## src/hw/rtl/page_framebuffer_run_engine_core_assert.svh

```systemverilog
// assertion macros shared by the frame buffer run engine
`ifndef PAGE_FRAMEBUFFER_RUN_ENGINE_CORE_ASSERT_SVH
`define PAGE_FRAMEBUFFER_RUN_ENGINE_CORE_ASSERT_SVH

// same-cycle implication, disabled while reset is asserted
`define PFRE_ASSERT_NOW(label, clk, rst_n, ante, cons) \
	label: assert property (@(posedge clk) disable iff (!(rst_n)) (ante) |-> (cons)) \
		else $error("pfre same-cycle check failed");

// next-cycle implication, disabled while reset is asserted
`define PFRE_ASSERT_NEXT(label, clk, rst_n, ante, cons) \
	label: assert property (@(posedge clk) disable iff (!(rst_n)) (ante) |=> (cons)) \
		else $error("pfre next-cycle check failed");

`endif

```

## src/hw/rtl/pfre_pkg.sv

```systemverilog
// shared constants, codes and control structs of the frame buffer run engine
`timescale 1ns / 1ps
`default_nettype none
package pfre_pkg;
	// panel geometry
	localparam int WIDTH_PX    = 128;
	localparam int HEIGHT_PX   = 64;
	localparam int PAGES       = (HEIGHT_PX + 7) / 8;
	localparam int STORE_BYTES = WIDTH_PX * PAGES;
	localparam int ADDR_W      = $clog2(STORE_BYTES);
	localparam int PAGE_W      = (PAGES > 1) ? $clog2(PAGES) : 1;

	// pixels per user byte
	localparam int MAX_PIX = 8;
	localparam int CNT_W   = 4;
	localparam int PIX_W   = 3;

	// panel command bytes
	localparam logic [7:0] CMD_PAGE     = 8'hB0;
	localparam logic [7:0] CMD_COL_LO   = 8'h00;
	localparam logic [7:0] CMD_COL_HI   = 8'h10;
	localparam logic [7:0] LOW_NIBBLE   = 8'h0f;
	localparam logic [7:0] BIT_FIRST_LS = 8'h01;
	localparam logic [7:0] BIT_FIRST_MS = 8'h80;

	// input item kinds
	localparam logic KIND_WRITE = 1'b0;
	localparam logic KIND_READ  = 1'b1;

	// position command sequence
	localparam logic [1:0] POS_PAGE   = 2'd0;
	localparam logic [1:0] POS_COL_LO = 2'd1;
	localparam logic [1:0] POS_COL_HI = 2'd2;

	// result kinds
	typedef enum logic [1:0] {
		OUT_CMD  = 2'd0,
		OUT_DATA = 2'd1,
		OUT_READ = 2'd2,
		OUT_ERR  = 2'd3
	} out_kind_t;

	// controller to datapath
	typedef struct packed {
		logic      load;
		logic      clr_step;
		logic      rd_issue;
		logic      rd_next;
		logic      acc;
		logic      wr_pix;
		logic      emit;
		out_kind_t emit_kind;
		logic      emit_last;
		logic      pix_inc;
		logic      cmd_inc;
	} ctrl_cmd_t;

	// datapath to controller
	typedef struct packed {
		logic clr_done;
		logic is_err;
		logic is_empty;
		logic is_read;
		logic first;
		logic pix_last;
		logic cmd_last;
		logic out_free;
	} dp_sts_t;
endpackage
`default_nettype wire

```

## src/hw/rtl/pfre_ctrl.sv

```systemverilog
// controller state machine of the frame buffer run engine
`timescale 1ns / 1ps
`default_nettype none
module pfre_ctrl (
	input  wire logic               clk,
	input  wire logic               arst_n,
	input  wire logic               in_valid,
	output logic                    in_ready,
	input  wire pfre_pkg::dp_sts_t  sts,
	output pfre_pkg::ctrl_cmd_t     cmd
);
	typedef enum logic [2:0] {
		S_CLEAR,
		S_IDLE,
		S_DISP,
		S_ERR,
		S_RACC,
		S_REMIT,
		S_CMD,
		S_WPIX
	} state_t;

	state_t state_q;
	state_t state_d;

	// command decode and next state
	always_comb begin
		cmd      = '0;
		cmd.emit_kind = pfre_pkg::OUT_ERR;
		in_ready = 1'b0;
		state_d  = state_q;
		unique case (state_q)
			S_CLEAR: begin
				cmd.clr_step = 1'b1;
				if (sts.clr_done) begin
					state_d = S_IDLE;
				end
			end
			S_IDLE: begin
				in_ready = 1'b1;
				cmd.load = in_valid;
				if (in_valid) begin
					state_d = S_DISP;
				end
			end
			S_DISP: begin
				// fetch the first covered store byte up front
				cmd.rd_issue = 1'b1;
				priority if (sts.is_err) begin
					state_d = S_ERR;
				end else if (sts.is_empty) begin
					state_d = S_IDLE;
				end else if (sts.is_read) begin
					state_d = S_RACC;
				end else if (sts.first) begin
					state_d = S_CMD;
				end else begin
					state_d = S_WPIX;
				end
			end
			S_ERR: begin
				if (sts.out_free) begin
					cmd.emit      = 1'b1;
					cmd.emit_kind = pfre_pkg::OUT_ERR;
					cmd.emit_last = 1'b1;
					state_d       = S_IDLE;
				end
			end
			S_RACC: begin
				cmd.acc = 1'b1;
				if (sts.pix_last) begin
					state_d = S_REMIT;
				end else begin
					cmd.rd_issue = 1'b1;
					cmd.rd_next  = 1'b1;
					cmd.pix_inc  = 1'b1;
				end
			end
			S_REMIT: begin
				if (sts.out_free) begin
					cmd.emit      = 1'b1;
					cmd.emit_kind = pfre_pkg::OUT_READ;
					cmd.emit_last = 1'b1;
					state_d       = S_IDLE;
				end
			end
			S_CMD: begin
				if (sts.out_free) begin
					cmd.emit      = 1'b1;
					cmd.emit_kind = pfre_pkg::OUT_CMD;
					cmd.cmd_inc   = 1'b1;
					if (sts.cmd_last) begin
						state_d = S_WPIX;
					end
				end
			end
			S_WPIX: begin
				// one read-modify-write per cycle while the result register is free, next byte fetched alongside
				if (sts.out_free) begin
					cmd.wr_pix    = 1'b1;
					cmd.emit      = 1'b1;
					cmd.emit_kind = pfre_pkg::OUT_DATA;
					cmd.emit_last = sts.pix_last;
					if (sts.pix_last) begin
						state_d = S_IDLE;
					end else begin
						cmd.rd_issue = 1'b1;
						cmd.rd_next  = 1'b1;
						cmd.pix_inc  = 1'b1;
					end
				end
			end
			default: begin
				state_d = S_CLEAR;
			end
		endcase
	end

	// state register
	always_ff @(posedge clk or negedge arst_n) begin
		if (!arst_n) begin
			state_q <= S_CLEAR;
		end else begin
			state_q <= state_d;
		end
	end
endmodule
`default_nettype wire

```

## config.mk

```make
export PLATFORM = sky130hd
export DESIGN_NAME = pfre_ctrl
export DESIGN_NICKNAME = d
export VERILOG_FILES = /design/src/hw/rtl/page_framebuffer_run_engine_core_assert.svh /design/src/hw/rtl/pfre_pkg.sv /design/src/hw/rtl/pfre_ctrl.sv
export SDC_FILE = /design/constraint.sdc
export NUM_CORES = 1
export LEC_CHECK = 0
export BUFFER_PORTS_ARGS = -buffer_cell sky130_fd_sc_hd__buf_4
export CELL_PAD_IN_SITES_DETAIL_PLACEMENT = 1
export CELL_PAD_IN_SITES_GLOBAL_PLACEMENT = 2
export CORE_ASPECT_RATIO = 1.25
export CORE_UTILIZATION = 18
export DETAILED_ROUTE_END_ITERATION = 10
export PLACE_DENSITY_LB_ADDON = 0.1
export SKIP_LAST_GASP = 1
export SYNTH_ARGS = -nofsm -noshare
export SYNTH_HDL_FRONTEND = slang
export SYNTH_SLANG_ARGS = --single-unit
```

## constraint.sdc

```tcl
create_clock -name clk -period 1.7 [get_ports clk]
set_clock_uncertainty 0.2 [all_clocks]
set_input_delay 0.085 -clock clk [delete_from_list [all_inputs] [get_ports clk]]
set_output_delay 0.085 -clock clk [all_outputs]
set_load 0.03 [all_outputs]
```

==> results.txt <==
* Initial Util: 19.7%
- Area of the multi-input gates: 283 um2
- The clock reaches the later pin of the worst-skew pair after 240 ps.
- Flop-to-flop setup slack: 110 ps
- Total standard cell area after synthesis: 360 um2
- Number of buffers inserted by port buffering: 23
* Power density over the cells: 1670 nW/um2
- Averaged over all synthesized cells, the footprint is 6.93 um2.
* Number of diodes: 0
- Detailed-route DRC error count: 0
* Filler Cells Inserted: 238
- Area added between synthesis and finish: 99.3%
- Entering global routing, the biggest net connects 12 pins.
- Kind of cell adding the most delay to the critical path: flip-flops
* Number of max-cap violations: 0
* Global route total overflow: 0
* Peak fanout along the critical path: 5
- Final Instance Area: 718 um2
- STA classifies the critical path startpoint as a flip-flop.
* Arrival @ worst endpoint: 1380 ps
- Final critical-path required period: 1670 ps
- Final weighted congestion of routability-driven global placement: 0.711
* Number of buffers and inverters on the critical path: 2
- Flip-flop count of the largest register, all copies and words added: 3
- During synthesis, Yosys emitted a total of 0 warnings.
- At the end of the flow the core is filled with cells to 39.3%.
* CTS tree: built
- Global routing used 13.2% of the available tracks across all layers.
* Hold Slack: 38.3 ps
* Total wirelength of the detailed-routed design: 1270 um
- Die area: 2190 um2
- The signal on the critical path passes through buf_4 > nand2_1 > o22ai_1 > a22o_1 > buf_4.
* Regs by FF count: state_q x3
* DRT antenna net count: 0
* Leakage: 0.329 nW
- Run status: completed
- Setup repair after global routing could not meet its margin everywhere.
* Clock Path Buffers: 2
* Achievable clock frequency: 600 MHz
- In this run the vertical extent of the chip is 52.0 um.
- Core box area: 1830 um2
- Count of cell instances traversed by the critical path: 5
* Worst reg2reg path endpoint: state_q[1]
* Maximum level of the CTS H-tree: 1
- Destination of the critical timing path: cmd[9]
- Initial drt markers: 0
- Worst-path clk slew: 40 ps
- The share of the Yosys chip area taken by registers is 20.8%.
- The placed instances occupy a cell area of 608 um2.
* Critical path startpoint: state_q[0]
- Vias per std cell: 4.85
* Wire length of the first global-routing pass: 2210 um
- Share of the cycle needed by the critical path after routing: 98.0%
- FF+latch area: 78.8 um2
- Number of unique standard cell types used by synthesis: 25
* Startpoint-to-endpoint class of the critical path: reg2out
* Maximum cell stage delay along the critical path: 420 ps
- Count of cells along the worst register-to-register path: 5
- In this run the worst hold path is classified as in2reg.
* Number of buffers created by CTS: 3
- After floorplanning, the core was divided into 17 placement rows.
- Worst Max-Slew Pin Slew: 357 ps
* Detailed-route wire length per cell: 11.8 um
* Nature of the critical path endpoint: output pin
* Number of max-slew violations in the final report: 0
- Cells with a size suffix above 1 make up 55.1% of the layout.
- The routed layout has 524 vias.
- The number of antenna violations at the first check in global routing was 0.
- Startpoint of the worst-slack reg-to-reg timing path: state_q[0]
- The via count of the first global-routing pass came to 502.
- Biggest register: state_q
* Buffer type at the clock tree root: clkbuf_4
- Max stage delay cell, worst path: dfrtp_2
- Fin. Hold Viols: 0
* Final-report setup violation count: 0
- Headroom to the max-slew limit: 75.6%
- Count of nets after finishing: 101
* Horiz. Die Dim: 42.0 um
- Dominant cell type by count on the critical path: buf_4
* Number of placed I/O pins: 24
- The number of nets handed over by synthesis was 63.
- Instance count of the mapped netlist: 52
- At the worst endpoint, the required time is 1410 ps.
- Counting every sink on the clock net gives 3.
* Estimated wirelength of the detail-placed design: 976 um
- In this run, synthesis produced a sequential element count of 3.
- VDD sags by at most 0.735 mV.
- For this run, the detailed router's first-pass iteration total came to 1.
cells by family after synthesis:
family	after synthesis	share of synthesized area [%]
flops	3	20.8
xor+xnor	1	2.43
simple gates	26	35.8
buf+inv	7	11.5
compound gates	15	29.5
area by class of cell:
class | count | share of cell area [%]
repair buffers | 38 | 41.6
well taps | 19 | 3.31
flip-flops and latches | 3 | 11.0
multi-input cells | 42 | 39.4
inverters | 2 | 1.05
clock buffers | 4 | 3.66
cells in the final DEF, fill, tap and decap left out, types with 3 or more instances in the layout:
cell type	n
buf_4	33
clkbuf_4	3
dfrtp_2	3
dlygate4sd3_1	4
nand2_1	5
nand2b_1	3
nand3_1	3
nor2_1	3
nor3_1	3
metrics by stage:
step,TNS [ps],total power [mW],setup slack [ps],cells
floorplan,-146,0.694,-146,52
CTS,0,1.15,1.90,105
global placement,0,0.981,88.2,96
detailed placement,0,0.988,52.9,96
global route,-56.5,1.29,-19.1,108
finish,0,1.20,33.4,108
how the worst min path moves through the flow:
stage | startpoint | to | slack [ps] | cells after the start
after floorplan | arst_n | state_q[0] | -410 | 0
after global placement | arst_n | state_q[2] | -320 | 1
after detailed placement | arst_n | state_q[2] | -320 | 1
after CTS | sts[5] | state_q[2] | 40 | 3
after global routing | sts[5] | state_q[2] | 60 | 3
final | sts[5] | state_q[2] | 40 | 3
worst min-delay path, cell delays in order:
cell and delay, ps:
buf_4 90, o31ai_1 60, a22o_1 200
cells in the mapped netlist:
cell,instances,share of area (%)
o22ai_1,2,3.5
nand2_1,5,5.2
buf_2,3,4.2
buf_4,1,2.1
a21oi_1,2,2.8
xor2_1,1,2.4
nor2b_1,2,3.5
nor3_1,3,4.2
o21ai_0,3,4.2
nor2_1,6,6.2
nand2b_1,3,5.2
nor2_2,1,1.7
o22a_1,1,2.4
and2_1,1,1.7
a22o_1,2,4.9
nand3_1,4,5.6
a2111oi_0,1,2.4
inv_1,2,2.1
a21boi_0,1,2.1
nor4b_1,1,2.4
buf_6,1,3.1
a211oi_1,1,2.1
a311o_2,1,3.1
dfrtp_1,3,21
o31ai_1,1,2.1
per-layer routing:
layer	GRT usage (%)	vias up	routed length [um]
met2	25.5	20	695
li1	-	260	-
met3	2.78	4	74
met4	6.25	0	21
met5	0	-	0
met1	13.4	240	482
what timing repair did:
item                                   CTS  global route
setup buffers                            1             3
endpoints found under the hold margin    4             0
setup endpoints to repair                7             7
gates resized for setup                  4             4
pin swaps                                0             1
hold buffers                             4             0
power by group:
group / internal (mW) / switching, mW
clock: 0.0883 / 0.0425
combinational: 0.420 / 0.487
sequential: 0.110 / 0.0537
total: 0.618 / 0.583
Note: power is estimated with default switching activity, not from simulation.
